### src/hdl/lpc_ram.sv
`timescale 1ns / 1ps
// ----------------------------------------------------------------------------
// lpc_ram
// Generic single-write, single-read RAM with registered read data.
// ----------------------------------------------------------------------------
module lpc_ram #(
  parameter int WIDTH = 32,
  parameter int DEPTH = 96
) (
  input  logic                                   clk,
  input  logic                                   we,
  input  logic [(DEPTH > 1 ? $clog2(DEPTH) : 1)-1:0] waddr,
  input  logic [WIDTH-1:0]                       wdata,
  input  logic                                   re,
  input  logic [(DEPTH > 1 ? $clog2(DEPTH) : 1)-1:0] raddr,
  output logic [WIDTH-1:0]                       rdata
);
  logic [WIDTH-1:0] mem [DEPTH];

  always_ff @(posedge clk) begin
    if (we) begin
      mem[waddr] <= wdata;
    end
    if (re) begin
      rdata <= mem[raddr];
    end
  end
endmodule

### config.mk
export PLATFORM = sky130hd
export DESIGN_NAME = lpc_ram
export DESIGN_NICKNAME = d
export VERILOG_FILES = /design/src/hdl/lpc_ram.sv
export SDC_FILE = /design/constraint.sdc
export NUM_CORES = 2
export LEC_CHECK = 0
export BUFFER_PORTS_ARGS = -buffer_cell sky130_fd_sc_hd__buf_2
export CORE_UTILIZATION = 55
export DETAILED_ROUTE_END_ITERATION = 10
export PLACE_DENSITY = 0.71
export SLEW_MARGIN = 20
export SYNTH_ARGS = -nofsm -noshare
export SYNTH_HDL_FRONTEND = slang
export SYNTH_SLANG_ARGS = --single-unit
### constraint.sdc
create_clock -name clk -period 6.45 [get_ports clk]
set_input_delay 0.3225 -clock clk [delete_from_list [all_inputs] [get_ports clk]]
set_output_delay 0.3225 -clock clk [all_outputs]
set_load 0.01 [all_outputs]
======== After elaboration in Yosys (flattened, before gate mapping) ========
Memories as Yosys holds them, arrays and structs flattened. A register that Yosys moved wholly into a read port is not among the register bits.
Cells that the tools add are included.
W data, S select, Z words.
storage, ports and cells
  flip-flop bits (word level) ............. 0
  memory bits (writable) .................. 3072
  bits of input ports ..................... 49
  logic and storage cells ................. 3
  memories kept ........................... 1
operators by class
  mux-type cells .......................... 2
memory list
  name  words  bits a word  rd ports  clocked after memory_dff  write ports  RTL line  RTL
  mem   96     32           1         1                         1            18        logic [WIDTH-1:0] mem [DEPTH];
operators by type and width
  operator  number
  $mux W1   2

======== Depth between registers and ports, before layout ========
  depth after elaboration ................. 2
  gate-level depth with buffers ........... 12
  mapped depth without buffers ............ 6

======== Worst setup path before layout ========
Ideal clock, no wire load.
  path type ............................... input to register
  start point ............................. input waddr[5] in the netlist's numbering
  end point ............................... memory mem[50][0] (enable)
  library setup time ...................... 461 ps
  arrival ................................. 3056 ps
  data required time ...................... 5989 ps
  slack ................................... 2933 ps
  stages on the path ...................... 3
  buffers on the path ..................... 0
  path through ............................ nor2b_1 > nand3_1 > nor3_1
RTL lines
  element             RTL line  RTL
  start: declaration  12        input logic [(DEPTH > 1 ? $clog2(DEPTH) : 1)-1:0] waddr,
  end: declaration    18
Straight into the memory's write port.

==> Implementation_results.wiki <==
{| class="wikitable"
! Metric !! Value
|-
| Leakage power total || 42.1 nW
|-
| Dominant delay contributor by cell family on the critical path || compound AO/OA/AOI/OAI gates
|-
| CP arrival || 4370 ps
|-
| Die height || 466 um
|-
| Number of nets in the finished design || 5718
|-
| Transition time at the pin with the least slew margin || 1340 ps
|-
| Post_cts resized || 0
|-
| Wire length of the first global-routing pass || 471000 um
|-
| Bufs on Longest Clock Path || 4
|-
| Count of boundary I/O pins || 81
|-
| Overflow left after global routing || 0
|-
| Proportion of register bits with asynchronous set or reset after synthesis || 0%
|-
| Initial Util || 55.3%
|-
| Pin count of the biggest net entering global routing || 99
|-
| Critical path class || in -> reg
|-
| Pins over their slew limit || 0
|-
| Syn Inst Count || 5279
|-
| Register Area || 93200 um^2
|-
| Xor/xnor cell area share of the yosys netlist || 0%
|-
| Design area || 134000 um^2
|-
| Combinational family with the most area after synthesis || multiplexers
|-
| Placement Rows || 170
|-
| Global placer's final weighted congestion || 0.914
|-
| FF+latch count, synth || 3104
|-
| Simple-gate area share of the yosys netlist || 1.73%
|-
| Syn Std Cell Area || 119000 um^2
|-
| Initial antenna violation count || 39
|-
| Fmax || 267 MHz
|-
| Ratio of final minimum period to clock period || 58.1%
|-
| Number of failing setup endpoints in the final timing report || 0
|-
| Via count of the first global-routing pass || 59410
|-
| Number of library cell types mapped by synthesis || 54
|-
| Most Frequent Cell on Critical Path || buf_4
|-
| Headroom to the max-slew limit || 11.0%
|-
| Root cell of the clock tree || clkbuf_16
|-
| Total routing resource utilization after global routing || 31.6%
|-
| Later-pin clock latency in the skew report || 960 ps
|-
| Top fanout value on the critical path || 41
|-
| Post-detailed-route via-to-cell ratio || 6.98
|-
| Commonest non-fill, non-tap cell in the layout || edfxtp_1
|-
| Max Cap Violations || 0
|-
| Area of placed instances || 124000 um^2
|-
| Power density of the placed cells || 313 nW/um^2
|-
| Peak per-stage delay on the critical path || 990 ps
|-
| Count of unresolved DRC violations after routing || 0
|-
| Highest-delay cell along the critical path || a22oi_1
|-
| Total CTS buffers || 319
|-
| TritonCTS clock tree || yes
|-
| Avg Synthesized Cell Area || 22.5 um^2
|-
| Post-Route Setup TNS || 0 ps
|-
| Routed WL per cell || 39.0 um
|-
| Starting DRC count in detailed routing || 10758
|-
| CP endpoint kind || register
|-
| Min-delay worst type || in -> reg
|-
| Multiplexer share of the synthesized area || 15.5%
|-
| Run status || completed
|-
| Number of buffer and inverter stages on the critical path || 3
|-
| Clock Skews || 65.8 ps
|-
| Commonest cells after routing, fill and taps aside || edfxtp_1, mux4_2, clkbuf_16, mux2i_1, buf_4
|-
| Total core area || 214000 um^2
|-
| Multi-input gate area in the final layout || 24500 um^2
|-
| Number of detailed-route iterations in the first pass || 6
|-
| Die ar. || 218000 um^2
|-
| Final period demand of the worst path || 3750 ps
|-
| Crit path launch type || primary input
|-
| Remaining number of nets flagged by the antenna check after routing || 0
|-
| Chip width || 466 um
|-
| H-Tree Level Count || 5
|-
| Unrepaired setup endpoints after global routing || false
|-
| HPWL reported at the end of detailed placement || 195000 um
|-
| Post-Syn Nets || 5328
|-
| Required time at the endpoint of the critical path || 7070 ps
|-
| Clock-pin slew on the worst setup and hold paths || 60 ps
|-
| Area fraction in compound gates after synthesis || 2.79%
|-
| Crit-path cells || buf_4 -> buf_4 -> nand2_1 -> buf_4 -> a211oi_1 -> nor3_1 -> a22oi_1 -> o21ai_1
|-
| Number of clock sinks || 3104
|-
| Fraction of layout instances using a drive strength above 1 || 26.3%
|-
| Sequential cell area fraction in the yosys report || 78.6%
|-
| Synth Area in Adders || 0%
|-
| Peak ir drop on the vdd network || 0.000335 V
|-
| Fillers || 14143
|-
| Area growth from synthesis to layout || 12.9%
|-
| Number of synthesized flops with an enable pin || 3104
|-
| Port buffer count || 80
|-
| Via count of the routed design || 61033
|-
| Ys Warns || 0
|-
| Top FF cell, synth || edfxtp_1
|-
| Detailed Route WL || 341000 um
|-
| Hold Fails Final Rpt || 0
|}
[cells by family after synthesis]
group,count (synthesis)
flops,3104
simple gates,437
mux,991
compound gates,467
buf+inv,280
[where the power goes]
part | leakage [nW] | switching [W] | internal, W
clock | 4.71 | 0.00745 | 0.00997
combinational | 9.46 | 0.00146 | 0.000708
sequential | 27.9 | 0.0000766 | 0.0223
[worst paths after layout]
path                                   from         end  slack [ps]  cells after the start
worst min-delay path               wdata[9]  mem[78][9]          50                      1
worst max-delay path               raddr[3]   rdata[27]        2700                      8
worst max register to register  mem[93][27]   rdata[27]        3180                      6
worst min register to register   mem[27][6]    rdata[6]         910                      3
[cells in the mapped netlist (all sizes together), types with 6 or more instances]
master	instances	share of area, %
a2111oi	6	0.045
a211oi	28	0.18
a21oi	60	0.25
a221oi	41	0.30
a22o	31	0.23
a22oi	126	0.80
a31o	6	0.044
a31oi	13	0.069
and2	11	0.058
buf	180	1.1
clkbuf	97	0.31
edfxtp	3104	79
mux2	21	0.20
mux2i	300	2.5
mux4	670	13
nand2	97	0.31
nand2b	13	0.069
nand3	68	0.29
nor2	132	0.42
nor2b	34	0.18
nor3	36	0.15
nor4	10	0.053
o21ai	32	0.14
o221ai	17	0.13
o22ai	87	0.46
o41ai	7	0.052
or3	12	0.063
[stage by stage]
step | hold WS (ps) | power [W] | util (%) | worst slack (ps) | cells
finish | 50.0 | 0.0420 | 62.5 | 2700 | 8750
global route | 66.5 | 0.0429 | 62.4 | 2840 | 8739
CTS | 35.4 | 0.0420 | 62.4 | 2940 | 8721
detailed placement | 608 | 0.0249 | 57.7 | 1990 | 8153
global placement | 590 | 0.0249 | 57.7 | 1290 | 8148
floorplan | 421 | 0.0238 | - | 2930 | 5279
[worst register-to-register path: stages (launching register included)]
cell and delay, ps:
edfxtp_1 370, mux4_2 500, nor2b_1 150, a211oi_1 560
nor3_1 230, a22oi_1 990, o21ai_1 150
[sequential cells by signal, indices dropped and copies added, names as in the netlist]
signal / cells
mem: 3072
rdata: 32
[area by class of cell]
type | instances | share of cell area [%]
clock inverter | 164 | 1.00
tap | 2838 | 2.65
antenna | 21 | 0.0392
inverter | 3 | 0.00934
sequential | 3104 | 69.6
clock buffer | 379 | 6.19
timing repair buffer | 346 | 2.17
multi-input combinational | 1895 | 18.3
[timing repair]
| action | CTS | global route |
|---|---|---|
| hold endpoints to repair | 683 | 94 |
| setup buffers | 0 | 0 |
| hold buffers | 25 | 4 |
[metal layers]
| metal | share of wire, % | global-route usage, % |
|---|---|---|
| met5 | 0.042 | 0 |
| met1 | 35 | 43.4 |
| met3 | 13 | 7.48 |
| met2 | 46 | 47.4 |
| met4 | 6.3 | 17.4 |
No activity file was read; power rests on OpenSTA's default activity.
