<file path="src/hdl/lpc_pkg.sv">
`timescale 1ns / 1ps
// ----------------------------------------------------------------------------
// lpc_pkg
// Shared types, constants and helper functions for the lidar point converter.
// ----------------------------------------------------------------------------
package lpc_pkg;

  localparam int CORDIC_STEPS = 16;
  localparam int STAGE_STEPS  = 4;
  localparam logic signed [32:0] CORDIC_GAIN_Q30 = 33'sd652032874;

  localparam logic [17:0] MIN_RANGE_RST = 18'd200;
  localparam logic [17:0] MAX_RANGE_RST = 18'd200000;

  // APB register indexes (paddr[2])
  localparam logic REG_MIN_RANGE = 1'b0;
  localparam logic REG_MAX_RANGE = 1'b1;

  localparam logic REQ_POINT = 1'b0;
  localparam logic REQ_CAL   = 1'b1;

  typedef logic [1:0] quad_t;
  localparam quad_t QUAD_0 = 2'd0;
  localparam quad_t QUAD_1 = 2'd1;
  localparam quad_t QUAD_2 = 2'd2;
  localparam quad_t QUAD_3 = 2'd3;

  // rotation state: x, y in Q30, angle in 1/1024 centidegree
  typedef struct packed {
    logic signed [32:0] x;
    logic signed [32:0] y;
    logic signed [24:0] z;
  } cdc_t;

  function automatic logic [22:0] atan_step(input int i);
    logic [22:0] r;
    unique case (i)
      0:       r = 23'd4608000;
      1:       r = 23'd2720261;
      2:       r = 23'd1437311;
      3:       r = 23'd729602;
      4:       r = 23'd366217;
      5:       r = 23'd183287;
      6:       r = 23'd91666;
      7:       r = 23'd45836;
      8:       r = 23'd22918;
      9:       r = 23'd11459;
      10:      r = 23'd5730;
      11:      r = 23'd2865;
      12:      r = 23'd1432;
      13:      r = 23'd716;
      14:      r = 23'd358;
      15:      r = 23'd179;
      default: r = 23'd0;
    endcase
    return r;
  endfunction

  // clamp to the 19-bit coordinate range
  function automatic logic signed [18:0] sat_coord(input logic signed [22:0] v);
    logic signed [18:0] r;
    if (v > 23'sd262143) begin
      r = 19'sd262143;
    end else if (v < -23'sd262144) begin
      r = -19'sd262144;
    end else begin
      r = v[18:0];
    end
    return r;
  endfunction

endpackage

</file>
<file path="src/hdl/lpc_cordic.sv">
`timescale 1ns / 1ps
// ----------------------------------------------------------------------------
// lpc_cordic
// Four rotation steps of the azimuth CORDIC, starting at FIRST_STEP.
// ----------------------------------------------------------------------------
module lpc_cordic #(
  parameter int FIRST_STEP = 0
) (
  input  lpc_pkg::cdc_t din,
  output lpc_pkg::cdc_t dout
);
  import lpc_pkg::*;

  always_comb begin
    cdc_t c;
    logic signed [32:0] dx;
    logic signed [32:0] dy;
    logic signed [24:0] da;
    c = din;
    for (int k = 0; k < STAGE_STEPS; k++) begin
      dx = c.y >>> (FIRST_STEP + k);
      dy = c.x >>> (FIRST_STEP + k);
      da = $signed({2'b00, atan_step(FIRST_STEP + k)});
      if (!c.z[24]) begin
        c.x = c.x - dx;
        c.y = c.y + dy;
        c.z = c.z - da;
      end else begin
        c.x = c.x + dx;
        c.y = c.y - dy;
        c.z = c.z + da;
      end
    end
    dout = c;
  end
endmodule

</file>
<file path="config.mk">
export PLATFORM = sky130hd
export DESIGN_NAME = lpc_cordic
export DESIGN_NICKNAME = d
export VERILOG_FILES = /design/src/hdl/lpc_pkg.sv /design/src/hdl/lpc_cordic.sv
export SDC_FILE = /design/constraint.sdc
export NUM_CORES = 1
export LEC_CHECK = 0
export BUFFER_PORTS_ARGS = -buffer_cell sky130_fd_sc_hd__buf_2
export CORE_AREA = 2 2 218 220
export DETAILED_ROUTE_END_ITERATION = 6
export DIE_AREA = 0 0 220 222
export PLACE_DENSITY = 0.76
export SLEW_MARGIN = 25
export SYNTH_ARGS = -nofsm -noshare
export SYNTH_HDL_FRONTEND = slang
export SYNTH_SLANG_ARGS = --single-unit
</file>
<file path="constraint.sdc">
create_clock -name vclk -period 27.6
set_clock_uncertainty 0.05 [all_clocks]
set_input_delay 2.76 -clock vclk [all_inputs]
set_output_delay 2.76 -clock vclk [all_outputs]
set_load 0.01 [all_outputs]
</file>
* Word level (Yosys, flattened, before mapping)
Cells that the tools add are included.
** Operators by class
- $add $sub $neg :: 23
- Muxes and demuxes :: 4
** Operators by type and width (number)
- two-way mux 91 bit :: 4
- adder 33 x 30 -> 33 bit :: 2
- adder 33 x 31 -> 33 bit :: 2
- adder 33 x 32 -> 33 bit :: 2
- subtractor 33 x 30 -> 33 bit :: 2
- subtractor 33 x 31 -> 33 bit :: 2
- subtractor 33 x 32 -> 33 bit :: 2
- subtractor 33 bit :: 2
- adder 33 bit :: 1
- adder 25 x 21 -> 25 bit, second input constant :: 1
- adder 25 x 22 -> 25 bit, second input constant :: 1
- adder 25 x 23 -> 25 bit, second input constant :: 1
- adder 25 x 24 -> 25 bit, second input constant :: 1
- subtractor 25 x 21 -> 25 bit, second input constant :: 1
- subtractor 25 x 22 -> 25 bit, second input constant :: 1
- subtractor 25 x 23 -> 25 bit, second input constant :: 1
- subtractor 25 x 24 -> 25 bit, second input constant :: 1
** Word-level totals
- Flip-flop bits (word level) :: 0
- Bits of input ports :: 91
- Output and inout port bits :: 91
- Word-level logic and storage cells :: 27

* Logic depth before layout (Yosys ltp)
- Depth in word-level cells :: 8
- Depth in mapped cells :: 61
- Depth with buffers taken out :: 54

* Worst setup path before layout
Ideal clock, no wire load.
- Kind :: in2out
- From :: in din[24] (netlist bit)
- To :: out dout[90] (netlist bit)
- Arrival :: 15178 ps
- Required time :: 24790 ps
- Slack :: 9612 ps
- Cell stages on the path :: 55
- Path buffers :: 10
- Cell sequence :: inv_1 > clkbuf_1 > clkbuf_1 > buf_1 > buf_1 > ha_1 > inv_1 > o21ai_0 > a21o_1 > nand2_1 > a21oi_1 > o2111ai_1 > a31oi_1 > clkbuf_1 > clkbuf_1 > ha_1 > a21o_1 > a21oi_1 > [... 19 more ...] > nand2_1 > xnor2_1 > ha_1 > o21ai_0 > a21boi_0 > o21bai_1 > a21boi_0 > o21a_1 > o21ai_0 > nand2_1 > a31oi_1 > o31ai_1 > a41oi_1 > nor3b_1 > o311ai_0 > o31ai_1 > xnor2_1 > xnor2_1
** RTL lines
- from (decl) :: RTL line lpc_cordic.sv:9 : input lpc_pkg::cdc_t din,
- to (decl) :: RTL line lpc_cordic.sv:10 : output lpc_pkg::cdc_t dout

==> flow_metrics.tcl <==
set metrics [dict create \
    seq_cell_count 0 \
    grt_pass1_wl_um 107000 \
    grt_pass1_vias 22100 \
    finalSetupViolCount 0 \
    ctsResizeCount 0 \
    dr.pass1.iters 6 \
    setup_tns_ns 0 \
    synth-compound-area-share_pct 32.0 \
    io_pins 182 \
    overflow 0 \
    num_vias 24400 \
    ant_nets 0 \
    die_w_um 220 \
    rsz0062_at_grt "false" \
    drv_cap 0 \
    design.core.area_sq_mm 0.0463 \
    crit_type "primary input to output pin" \
    synth-xor-area-share_pct 17.7 \
    die_area_sq_mm 0.0488 \
    max_freq_mhz 53.5 \
    slew_headroom_pct 37.9 \
    antenna_found_initial 0 \
    drc 0 \
    routed_wl_um 65000 \
    clkbuf_count 0 \
    yosys_warnings 0 \
    slew_viol_final 0 \
    fill_cells 4701 \
    grt_use_total_pct 25.4 \
    worst-endpoint-arrival_ns 15.88 \
    synthTopCellsByArea "ha_1, xnor2_1, a21oi_1" \
    routedWlPerCell_um 16.0 \
    hp-class "primary input to output pin" \
    required_ns 24.79 \
    synthAdderAreaFrac_pct 22.2 \
    finalCriticalPeriod_ns 18.69 \
    syn_inst 3356 \
    die_height_um 222 \
    hold_viol 0 \
    initialDrtViolationCount 2703 \
    endpoint_kind "output pin" \
    synth_mux_area_share_pct 0.309 \
    yosysUniqueCellTypes 106 \
    post_cts_buffers 0 \
    hold_buffers 0 \
    vias_per_cell 6.01 \
    max_slew.worst_pin.slew_ns 0.926 \
    synth_top_family_by_area "compound AO/OA/AOI/OAI gates" \
    status "completed" \
    start_util_pct 49.8 \
    synth_top_area_share_pct 21.1 \
    yosys.area.top_type "ha_1" \
    cp-start-kind "primary input" \
    rows 79 \
    areaGrowthSynthToFinish_pct 5.98 \
    syn_area_per_cell_sq_um 6.87 \
    dp_hpwl_um 54700 \
    syn_nets 3848 \
    synthSimpleGateAreaFrac_pct 21.7 \
    syn-cell-area_sq_mm 0.0230 \
    finalWeightedCongestion 0.955 \
    seqCellArea_sq_um 0 \
    crit_path_max_incr_delay_ns 0.66 \
    period_share_pct 67.7 \
    cpMaxStageDelayCell "inv_2" \
    yosysSeqAreaShare_pct 0 \
    nets 3953 \
    io_buffers 182 \
    worst-path-max-fanout 65 \
    num_antenna_cells 0 \
    grt_max_degree 106 \
    drive_gt1_share_pct 8.01 \
]
==> critical path, delay by kind of cell <==
kind,cells,cell delay (ns)
AOI/OAI and AO/OA,28,6.58
xor gates and xnor gates,3,0.42
adders and majority gates,4,1.40
buffers and inverters,11,3.46
and+or+nand+nor,8,1.24
==> kinds of logic after synthesis <==
kind of cell / Yosys count
compound gates: 1120
xor+xnor: 462
fa+ha+maj: 401
buf+inv: 357
mux: 7
simple gates: 1009
==> metrics by stage <==
stage	hold slack, ns	utilization (%)	cell area, sq um	cells	setup WS (ns)
2_1_floorplan	5.56	-	23000	3356	9.61
3_3_place_gp	5.74	52.8	24400	4066	9.34
3_5_place_dp	5.74	52.8	24400	4066	9.11
4_1_cts	5.74	52.8	24400	4066	9.06
5_1_grt	5.75	52.8	24400	4066	7.65
6_report	5.73	52.8	24400	4066	8.91
==> routing by layer <==
layer / vias up / global-route usage, % / wire length (um)
met5: - / 0 / 0
met4: 0 / 3.16 / 921
met3: 85 / 0.864 / 3830
met2: 889 / 40.2 / 27700
met1: 11100 / 38.6 / 32600
li1: 12400 / - / -
==> cell type report <==
class | instances | area (sq um) | area share, %
inverters | 269 | 1010 | 4.13
multi-input cells | 2999 | 21700 | 88.7
well taps | 607 | 759 | 3.11
repair buffers | 191 | 985 | 4.03
==> synth_stat cells (19+ instances only) <==
cell	number
ha_1	389
xnor2_1	332
a21oi_1	316
nor2_1	296
inv_1	262
nand2_1	220
o21ai_0	208
xor2_1	125
nor3_1	107
a21o_1	105
nand3_1	58
o21a_1	58
nand2b_1	54
clkbuf_1	51
a31oi_1	50
o31ai_1	47
o21bai_1	44
or3_1	40
a211oi_1	38
nor2b_1	35
nand4_1	29
o211ai_1	25
or2_2	25
and3_1	24
nor4_1	22
and2_1	21
o21ai_1	19
==> path summary, 6_finish.rpt <==
check / endpoint / start / slack (ns) / cells after the start
max: dout[90] / din[24] / 8.91 / 54
min: dout[0] / din[0] / 5.73 / 2
==> layout by cell type (no fill, tap or decap), types with 11 or more instances in the layout <==
master | Yosys | final
buf_2 | 16 | 181
a211oi_1 | 38 | 37
o31ai_1 | 47 | 47
o21ai_0 | 208 | 208
nor3_1 | 107 | 107
or4_1 | 11 | 11
a31oi_1 | 50 | 49
nor2b_1 | 35 | 35
a2111oi_0 | 15 | 15
nor4_1 | 22 | 22
xnor2_1 | 332 | 332
or2_2 | 25 | 25
and2_1 | 21 | 21
a21oi_1 | 316 | 316
nor2_1 | 296 | 296
a21o_1 | 105 | 105
o41ai_1 | 12 | 12
xor2_1 | 125 | 125
and3_1 | 24 | 24
fa_1 | 12 | 12
o21ai_1 | 19 | 19
o211ai_1 | 25 | 25
ha_1 | 389 | 389
o21a_1 | 58 | 57
o31a_1 | 15 | 15
o21bai_1 | 44 | 44
inv_1 | 262 | 262
a211o_1 | 18 | 18
or3_1 | 40 | 40
nand2_1 | 220 | 220
a21boi_0 | 18 | 18
nand2b_1 | 54 | 54
nand3_1 | 58 | 58
nand4_1 | 29 | 29
Power is left out: the tool's default activity adds up to more than one toggle a clock period on the data nets, which glitch-free logic cannot reach.
